$ cat src/hw/rtl/assert_macros.svh
// Assertion macros for the drive mode RTL.
`ifndef ASSERT_MACROS_SVH
`define ASSERT_MACROS_SVH

`ifndef ASSERT_OFF

// Property must hold at every clock edge outside reset.
`define ASSERT_PROP(lbl, clk, rst, prop, msg) \
   lbl: assert property (@(posedge clk) disable iff (rst) (prop)) else $error(msg);

// Condition must never be seen at a clock edge outside reset.
`define ASSERT_NEVER(lbl, clk, rst, cond, msg) \
   lbl: assert property (@(posedge clk) disable iff (rst) !(cond)) else $error(msg);

`else

`define ASSERT_PROP(lbl, clk, rst, prop, msg)
`define ASSERT_NEVER(lbl, clk, rst, cond, msg)

`endif

`endif

$ cat src/hw/rtl/dmhk_pkg.sv
// Types and constants for the drive mode selector.
package dmhk_pkg;

   // Operation codes of an input word
   localparam logic [1:0] OP_TICK   = 2'd0;
   localparam logic [1:0] OP_VEL    = 2'd1;
   localparam logic [1:0] OP_MANUAL = 2'd2;

   // Drive modes
   localparam logic [2:0] MODE_STOP  = 3'd0;
   localparam logic [2:0] MODE_FWD   = 3'd1;
   localparam logic [2:0] MODE_BACK  = 3'd2;
   localparam logic [2:0] MODE_LEFT  = 3'd3;
   localparam logic [2:0] MODE_RIGHT = 3'd4;

   // Register indexes
   localparam logic [2:0] CSR_START_LIN = 3'd0;
   localparam logic [2:0] CSR_STOP_LIN  = 3'd1;
   localparam logic [2:0] CSR_START_ANG = 3'd2;
   localparam logic [2:0] CSR_STOP_ANG  = 3'd3;
   localparam logic [2:0] CSR_PERIOD    = 3'd4;

   // Register reset values (0.06, 0.03, 0.10, 0.05 in Q4.12; 50 ms)
   localparam logic [14:0] RST_START_LIN = 15'd246;
   localparam logic [14:0] RST_STOP_LIN  = 15'd123;
   localparam logic [14:0] RST_START_ANG = 15'd410;
   localparam logic [14:0] RST_STOP_ANG  = 15'd205;
   localparam logic [15:0] RST_PERIOD    = 16'd50;

   localparam logic [15:0] TICK_MAX = 16'hFFFF;

   typedef struct packed {
      logic [1:0]         op;
      logic signed [15:0] lin_vel;
      logic signed [15:0] ang_vel;
      logic [2:0]         manual_mode;
   } req_type;

   typedef struct packed {
      logic [2:0] drive_mode;
      logic       keep_alive;
   } rsp_type;

   typedef struct packed {
      logic [14:0] start_linear;
      logic [14:0] stop_linear;
      logic [14:0] start_angular;
      logic [14:0] stop_angular;
      logic [15:0] keepalive_period;
   } cfg_type;

   // What one word does to the state and the result register
   typedef struct packed {
      logic       emit;
      logic       keep_alive;
      logic       mode_we;
      logic [2:0] mode;
      logic       ticks_clr;
      logic       ticks_inc;
   } upd_type;

endpackage

$ cat src/hw/rtl/dmhk_csr.sv
// Configuration registers of the drive mode selector.
module dmhk_csr (
   input  logic               clock,
   input  logic               reset,
   input  logic               csr_valid,
   output logic               csr_ready,
   input  logic [2:0]         csr_index,
   input  logic [15:0]        csr_wdata,
   output dmhk_pkg::cfg_type  cfg
);

   dmhk_pkg::cfg_type cfg_ff;
   dmhk_pkg::cfg_type cfg_in;

   assign csr_ready = 1'b1;
   assign cfg       = cfg_ff;

   // Register write decode; unknown indexes are dropped
   always_comb begin
      cfg_in = cfg_ff;
      if (csr_valid) begin
         case (csr_index)
            dmhk_pkg::CSR_START_LIN: cfg_in.start_linear     = csr_wdata[14:0];
            dmhk_pkg::CSR_STOP_LIN:  cfg_in.stop_linear      = csr_wdata[14:0];
            dmhk_pkg::CSR_START_ANG: cfg_in.start_angular    = csr_wdata[14:0];
            dmhk_pkg::CSR_STOP_ANG:  cfg_in.stop_angular     = csr_wdata[14:0];
            dmhk_pkg::CSR_PERIOD:    cfg_in.keepalive_period = csr_wdata;
            default:                 cfg_in = cfg_ff;
         endcase
      end
   end

   always_ff @(posedge clock) begin
      if (reset) begin
         cfg_ff.start_linear     <= dmhk_pkg::RST_START_LIN;
         cfg_ff.stop_linear      <= dmhk_pkg::RST_STOP_LIN;
         cfg_ff.start_angular    <= dmhk_pkg::RST_START_ANG;
         cfg_ff.stop_angular     <= dmhk_pkg::RST_STOP_ANG;
         cfg_ff.keepalive_period <= dmhk_pkg::RST_PERIOD;
      end else begin
         cfg_ff <= cfg_in;
      end
   end

endmodule

$ cat src/hw/rtl/dmhk_decide.sv
// Mode decision: hysteresis, priority, keep-alive and manual override.
module dmhk_decide (
   input  dmhk_pkg::req_type  item,
   input  dmhk_pkg::cfg_type  cfg,
   input  logic [2:0]         mode,
   input  logic [15:0]        ticks,
   output dmhk_pkg::upd_type  upd
);

   logic [16:0] lin_mag;
   logic [16:0] ang_mag;
   logic [2:0]  lin_mode;
   logic [2:0]  ang_mode;
   logic        go_lin;
   logic        go_ang;
   logic        both_slow;
   logic [2:0]  cmd;
   logic [2:0]  man;

   // Exact magnitudes, 17 bits so that -32768 gives 32768
   always_comb begin
      lin_mag = item.lin_vel[15] ? (17'h10000 - {1'b0, item.lin_vel}) : {1'b0, item.lin_vel};
      ang_mag = item.ang_vel[15] ? (17'h10000 - {1'b0, item.ang_vel}) : {1'b0, item.ang_vel};
      lin_mode = (item.lin_vel > 16'sd0) ? dmhk_pkg::MODE_FWD  : dmhk_pkg::MODE_BACK;
      ang_mode = (item.ang_vel > 16'sd0) ? dmhk_pkg::MODE_LEFT : dmhk_pkg::MODE_RIGHT;
      go_lin   = lin_mag >= {2'b00, cfg.start_linear};
      go_ang   = ang_mag >= {2'b00, cfg.start_angular};
      both_slow = (lin_mag <= {2'b00, cfg.stop_linear}) &&
                  (ang_mag <= {2'b00, cfg.stop_angular});
   end

   // Next mode; the current mode picks which axis wins
   always_comb begin
      if (mode inside {dmhk_pkg::MODE_FWD, dmhk_pkg::MODE_BACK}) begin
         if (both_slow)   cmd = dmhk_pkg::MODE_STOP;
         else if (go_lin) cmd = lin_mode;
         else if (go_ang) cmd = ang_mode;
         else             cmd = mode;
      end else if (mode inside {dmhk_pkg::MODE_LEFT, dmhk_pkg::MODE_RIGHT}) begin
         if (both_slow)   cmd = dmhk_pkg::MODE_STOP;
         else if (go_ang) cmd = ang_mode;
         else if (go_lin) cmd = lin_mode;
         else             cmd = mode;
      end else begin
         if (go_lin)      cmd = lin_mode;
         else if (go_ang) cmd = ang_mode;
         else             cmd = dmhk_pkg::MODE_STOP;
      end
   end

   // Manual codes have left and right swapped
   always_comb begin
      case (item.manual_mode)
         dmhk_pkg::MODE_LEFT:  man = dmhk_pkg::MODE_RIGHT;
         dmhk_pkg::MODE_RIGHT: man = dmhk_pkg::MODE_LEFT;
         default:              man = item.manual_mode;
      endcase
   end

   // Effect of the word on state and result
   always_comb begin
      upd = '0;
      case (item.op)
         dmhk_pkg::OP_TICK: begin
            upd.ticks_inc = (ticks != dmhk_pkg::TICK_MAX);
         end
         dmhk_pkg::OP_VEL: begin
            upd.mode = cmd;
            if (cmd != mode) begin
               upd.emit      = 1'b1;
               upd.mode_we   = 1'b1;
               upd.ticks_clr = 1'b1;
            end else if (cmd != dmhk_pkg::MODE_STOP && ticks >= cfg.keepalive_period) begin
               upd.emit       = 1'b1;
               upd.keep_alive = 1'b1;
               upd.ticks_clr  = 1'b1;
            end
         end
         dmhk_pkg::OP_MANUAL: begin
            upd.mode = man;
            if (item.manual_mode <= dmhk_pkg::MODE_RIGHT) begin
               upd.emit      = 1'b1;
               upd.mode_we   = 1'b1;
               upd.ticks_clr = 1'b1;
            end
         end
         default: upd = '0;
      endcase
   end

endmodule

$ cat src/hw/rtl/drive_mode_hysteresis_keepalive.sv
// Drive mode selector top level: input register, state and result register.
//
// Input words arrive on req_ (valid/ready, payload req_data). Op 0 is a
// one-millisecond tick, op 1 a velocity command, op 2 a manual command.
// Each velocity or manual word gives zero or one result word on rsp_
// (valid/ready, payload rsp_data: drive_mode and keep_alive); ticks give none.
// Thresholds and the keep-alive period are written on csr_ (always ready);
// the user must write them only while the block is idle; the block does not enforce it.
// A word taken into the input register is decided combinationally; its result,
// if any, is loaded into the result register, which drives rsp_valid, once that
// register is empty or its result is being taken.
// Throughput: one word per cycle unless an untaken result stalls the input
// register; the decision, mode and tick counter all update as a word leaves it.
// Reset clears both registers, sets mode to stop, the tick count to zero and
// the thresholds to 0.06, 0.03, 0.10, 0.05 and the period to 50 ticks.
// When rsp_ready is low a result waits in the result register; one more
// word is still taken into the input register, after which req_ready drops
// until the result is taken.
`include "assert_macros.svh"

module drive_mode_hysteresis_keepalive (
   input  logic               clock,
   input  logic               reset,
   input  logic               req_valid,
   output logic               req_ready,
   input  dmhk_pkg::req_type  req_data,
   output logic               rsp_valid,
   input  logic               rsp_ready,
   output dmhk_pkg::rsp_type  rsp_data,
   input  logic               csr_valid,
   output logic               csr_ready,
   input  logic [2:0]         csr_index,
   input  logic [15:0]        csr_wdata
);

   dmhk_pkg::cfg_type cfg;
   dmhk_pkg::upd_type upd;

   logic              in_valid_ff;
   logic              in_valid_in;
   dmhk_pkg::req_type in_data_ff;
   logic              out_valid_ff;
   logic              out_valid_in;
   dmhk_pkg::rsp_type out_data_ff;
   logic [2:0]        mode_ff;
   logic [2:0]        mode_in;
   logic [15:0]       ticks_ff;
   logic [15:0]       ticks_in;
   logic              advance;
   logic              out_load;

   dmhk_csr u_csr (
      .clock     (clock),
      .reset     (reset),
      .csr_valid (csr_valid),
      .csr_ready (csr_ready),
      .csr_index (csr_index),
      .csr_wdata (csr_wdata),
      .cfg       (cfg)
   );

   dmhk_decide u_decide (
      .item  (in_data_ff),
      .cfg   (cfg),
      .mode  (mode_ff),
      .ticks (ticks_ff),
      .upd   (upd)
   );

   // Handshake and stage control
   assign advance   = in_valid_ff && (!out_valid_ff || rsp_ready);
   assign out_load  = advance && upd.emit;
   assign req_ready = !in_valid_ff || advance;
   assign rsp_valid = out_valid_ff;
   assign rsp_data  = out_data_ff;

   always_comb begin
      if (req_valid && req_ready)   in_valid_in = 1'b1;
      else if (advance)             in_valid_in = 1'b0;
      else                          in_valid_in = in_valid_ff;

      if (out_load)                 out_valid_in = 1'b1;
      else if (rsp_ready)           out_valid_in = 1'b0;
      else                          out_valid_in = out_valid_ff;
   end

   // State updates
   always_comb begin
      mode_in  = mode_ff;
      ticks_in = ticks_ff;
      if (advance) begin
         if (upd.mode_we)        mode_in  = upd.mode;
         if (upd.ticks_clr)      ticks_in = '0;
         else if (upd.ticks_inc) ticks_in = ticks_ff + 16'd1;
      end
   end

   always_ff @(posedge clock) begin
      if (reset) begin
         in_valid_ff  <= 1'b0;
         out_valid_ff <= 1'b0;
         mode_ff      <= dmhk_pkg::MODE_STOP;
         ticks_ff     <= '0;
      end else begin
         in_valid_ff  <= in_valid_in;
         out_valid_ff <= out_valid_in;
         mode_ff      <= mode_in;
         ticks_ff     <= ticks_in;
      end
   end

   // Payload registers
   always_ff @(posedge clock) begin
      if (req_valid && req_ready) begin
         in_data_ff <= req_data;
      end
      if (out_load) begin
         out_data_ff.drive_mode <= upd.mode;
         out_data_ff.keep_alive <= upd.keep_alive;
      end
   end

   `ASSERT_NEVER(a_mode_range, clock, reset, mode_ff > dmhk_pkg::MODE_RIGHT, "mode out of range")
   `ASSERT_NEVER(a_keep_not_stop, clock, reset, out_valid_ff && out_data_ff.keep_alive && (out_data_ff.drive_mode == dmhk_pkg::MODE_STOP), "keep-alive word with stop mode")
   `ASSERT_PROP(a_emit_clears_ticks, clock, reset, out_load |=> (ticks_ff == 16'd0), "tick count not cleared on result")
   `ASSERT_PROP(a_emit_matches_mode, clock, reset, out_load |=> (out_data_ff.drive_mode == mode_ff), "result word differs from mode")

endmodule
$ cat config.mk
export PLATFORM = sky130hd
export DESIGN_NAME = drive_mode_hysteresis_keepalive
export DESIGN_NICKNAME = d
export VERILOG_FILES = /design/src/hw/rtl/dmhk_pkg.sv /design/src/hw/rtl/dmhk_csr.sv /design/src/hw/rtl/dmhk_decide.sv /design/src/hw/rtl/drive_mode_hysteresis_keepalive.sv
export VERILOG_INCLUDE_DIRS = /design/src /design/src/hw/rtl
export SDC_FILE = /design/constraint.sdc
export NUM_CORES = 1
export LEC_CHECK = 0
export ABC_CLOCK_PERIOD_IN_PS = 10300
export BUFFER_PORTS_ARGS = -buffer_cell sky130_fd_sc_hd__buf_2
export CORE_MARGIN = 5
export CORE_UTILIZATION = 60
export CTS_BUF_LIST = sky130_fd_sc_hd__clkbuf_16
export CTS_CLUSTER_SIZE = 14
export DETAILED_ROUTE_END_ITERATION = 7
export GPL_ROUTABILITY_DRIVEN = 0
export PLACE_DENSITY = 0.88
export SLEW_MARGIN = 20
export SYNTH_ARGS = -nofsm -noshare
export SYNTH_HDL_FRONTEND = slang
export SYNTH_HIERARCHICAL = 1
export SYNTH_SLANG_ARGS = --single-unit
$ cat constraint.sdc
create_clock -name clock -period 10.3 [get_ports clock]
set_input_delay 1.03 -clock clock [delete_from_list [all_inputs] [get_ports clock]]
set_output_delay 1.03 -clock clock [all_outputs]
set_load 0.02 [all_outputs]
==> flow_summary.yaml <==
outcome:
  status: "completed"
cts:
  cts_tree: "done"
  clock_sinks: 138
  htree_levels: 4
  clk_pin_slew_worst_paths_ns: 0.06
  insertion_delay_ns: 0.43
  cts_hold_buf: 0
  cts_resized: 0
  post-cts-setup-buffers: 0
  cts_buffers: 17
  clockBufferDepth: 2
  root_buffer: "clkbuf_16"
sta:
  tightestPinTransition_ns: 1.07
  slew_viol_final: 0
  hold_viol_final: 0
  rsz0062_at_grt: "false"
  hold_ws_ns: 0.477
  fin_tns_setup_ns: 0
  maxSlewHeadroom: 0.278
  period_share: 0.611
  fmax_mhz: 159
  report.final.setup_viol: 0
  fin_crit_ns: 6.29
  clock_skew_ns: 0.0102
flow_run:
  drv_cap: 0
worst_hold_path:
  whs_path_depth: 2
  holdPathEnd: "u_csr/cfg[17]"
  hold_start: "u_csr/cfg[17]"
  hold_class: "reg -> reg"
yosys:
  syn_area_sq_um: 8410
  syn_area_per_cell_sq_um: 9.46
  syn_nets: 1032
  ys.flop_type: "dfxtp_1"
  yosysWarningCount: 6
  ys_types: 73
  ys_ff_latch: 138
  synth_edf_count: 41
  postSynthCellCount: 889
  yosysSeqAreaShare: 0.377
  synthArstFlopShare: 0
floorplanning:
  start_util: 0.608
  die_area_sq_um: 16500
  die_x_microns: 128
  die_y_microns: 128
  core_area_sq_um: 13800
  io_pins: 68
  rows: 43
setup_path:
  r2r-start: "in_data_ff[7]"
  max_stage_delay_ns: 0.59
  arrival_ns: 6.65
  regToRegEndpoint: "ticks_ff[14]"
  crit_slowest_cell: "a2111oi_0"
  cpMostUsedCell: "a211oi_1"
  critPathLaunchType: "register"
  end_kind: "register"
  r2r.worst_path.cells: 19
  cp_cell_sequence: "or4_4 -> or3_1 -> o31a_1 -> xor2_1 -> ha_1 -> a211oi_1 -> nor2_1 -> a2111oi_0 -> a211oi_1 -> o31ai_1 -> o31ai_4 -> a211oi_1 -> a31o_2 -> a211oi_2 -> o211ai_1 -> o211a_1 -> nand3_1 -> or4_1 -> a21oi_1"
  critical_path_class: "reg -> reg"
  r2r_slack_ns: 4.01
  cp_data_required_time_ns: 10.66
  cp_max_fo: 8
global_route:
  grtUsageTotal: 0.247
  grt.overflow.total: 0
  grt_max_degree: 112
  grt_pass1_vias: 6670
  grt_first_pass_wirelength_microns: 32200
  antenna_found_initial: 0
pwr:
  seqPwrFrac: 0.424
  p_sw_w: 0.000368
  internal_power_w: 0.00103
  p_sw_frac: 0.264
  worst_ir_drop_vdd_v: 0.000171
  power_frac_comb: 0.137
  p_leak_nw: 4.09
  power.density_nw_per_um2: 148
  clockPowerShare: 0.439
finish:
  drive_gt1_frac: 0.128
  syn2layout_area_growth_pct: 12.1
  n_antenna_cell: 0
  layout.nets: 1085
routing:
  drt_iter0_markers: 712
  avgViaCountPerCell: 6.09
  wire_per_inst_microns: 17.7
  dr.pass1.iters: 6
  ant_nets: 0
  drcViolationCount: 0
  vias: 6909
  wl_microns: 20100
placed_design:
  io_buffers: 66
  dpl.hpwl_microns: 14500
## power by group through the flow
stage | Sequential, W | Combinational [W] | Clock (W)
CTS | 0.000591 | 0.000187 | 0.000618
global placement | 0.000601 | 0.000175 | 0
detailed placement | 0.000602 | 0.000184 | 0
global route | 0.000593 | 0.000210 | 0.000644
floorplan | 0.000598 | 0.000133 | 0
finish | 0.000591 | 0.000191 | 0.000612
## cell families (layout without fill, tap and decap cells)
group | Yosys count | after routing | synth area share
AO/OA/AOI/OAI | 155 | 155 | 0.124
XOR/XNOR | 31 | 31 | 0.0323
adder cells (fa/ha/maj) | 83 | 83 | 0.123
buffers and inverters | 119 | 185 | 0.0578
flip-flops | 138 | 138 | 0.377
multiplexers | 80 | 80 | 0.0953
other | 1 | 1 | 0.000446
AND/OR/NAND/NOR | 282 | 282 | 0.190
## worst max-delay path: cells and delay by family, from the launching register on
kind	cells	cell delay, ns
xor gates and xnor gates	1	0.23
DFF	1	0.44
and+or+nand+nor	5	1.87
AOI/OAI and AO/OA	12	3.41
adders and majority gates	1	0.29
## metal layers
layer / vias up / part of all wire / track usage
li1: 3274 / - / -
met1: 3225 / 0.41 / 0.307
met2: 345 / 0.48 / 0.415
met3: 65 / 0.080 / 0.0602
met4: 0 / 0.030 / 0.0943
met5: - / 0 / 0
## cells in the final DEF (no fill, tap or decap), types with 9 or more instances in the layout
cell type / n
nand3_1: 17
buf_2: 66
or4_1: 10
mux2i_1: 80
ha_1: 82
o21ai_0: 33
edfxtp_1: 41
nor2_1: 63
inv_1: 86
o31ai_1: 16
nand2_1: 37
nand4_1: 16
nand2b_1: 79
dfxtp_1: 97
xnor2_1: 27
clkbuf_16: 18
a21oi_1: 42
nor3_1: 9
## synth_stat cells, drive strengths merged, types with 7 or more instances
cell    count  area, sq um
nand3      17         85.1
a21o        8         60.1
nand2b     79          494
dfxtp      97         1940
edfxtp     41         1230
clkbuf     20         75.1
buf        14         91.3
mux2i      80          801
nand4      16          100
o21ai      34          170
a211oi      7         57.6
or3         7         53.8
nor2       65          249
ha         82         1030
nor3        9         45.0
inv        85          319
xnor2      27          236
or4        13          109
a21oi      43          219
o31ai      18          154
nand2      37          139
## how the worst max path moves through the flow
stage	start	end	cells after the start
2_1_floorplan	in_data_ff[7]	ticks_ff[9]	20
3_3_place_gp	in_data_ff[7]	ticks_ff[14]	19
3_5_place_dp	in_data_ff[7]	ticks_ff[14]	19
4_1_cts	in_data_ff[7]	ticks_ff[14]	19
5_1_grt	in_data_ff[7]	ticks_ff[9]	19
6_report	in_data_ff[7]	ticks_ff[14]	19
## metrics by stage
step	cell area [sq um]	setup WS (ns)	std cells	power (W)	utilization
detailed placement	8830	4.11	1103	0.000786	0.638
finish	9420	4.01	1135	0.00139	0.681
global route	9420	3.43	1135	0.00145	0.681
floorplan	8410	4.56	889	0.000731	-
global placement	8830	4.34	1103	0.000776	0.638
CTS	9420	4.06	1135	0.00140	0.681
## layout make-up
class                      instances  area (sq um)
clock buffer                      18           450
tap                              180           225
inverter                          85           319
multi-input combinational        632          4760
timing repair buffer              68           345
clock inverter                    14           143
sequential                       138          3170
fill                             963          4410
## registers in the layout, indices dropped and copies added, names as in the netlist
register	count
ticks_ff	16
in_valid_ff	1
u_csr/cfg	76
in_data_ff	37
rsp_data	4
mode_ff	3
rsp_valid	1
Note: power is estimated with default switching activity, not from simulation.
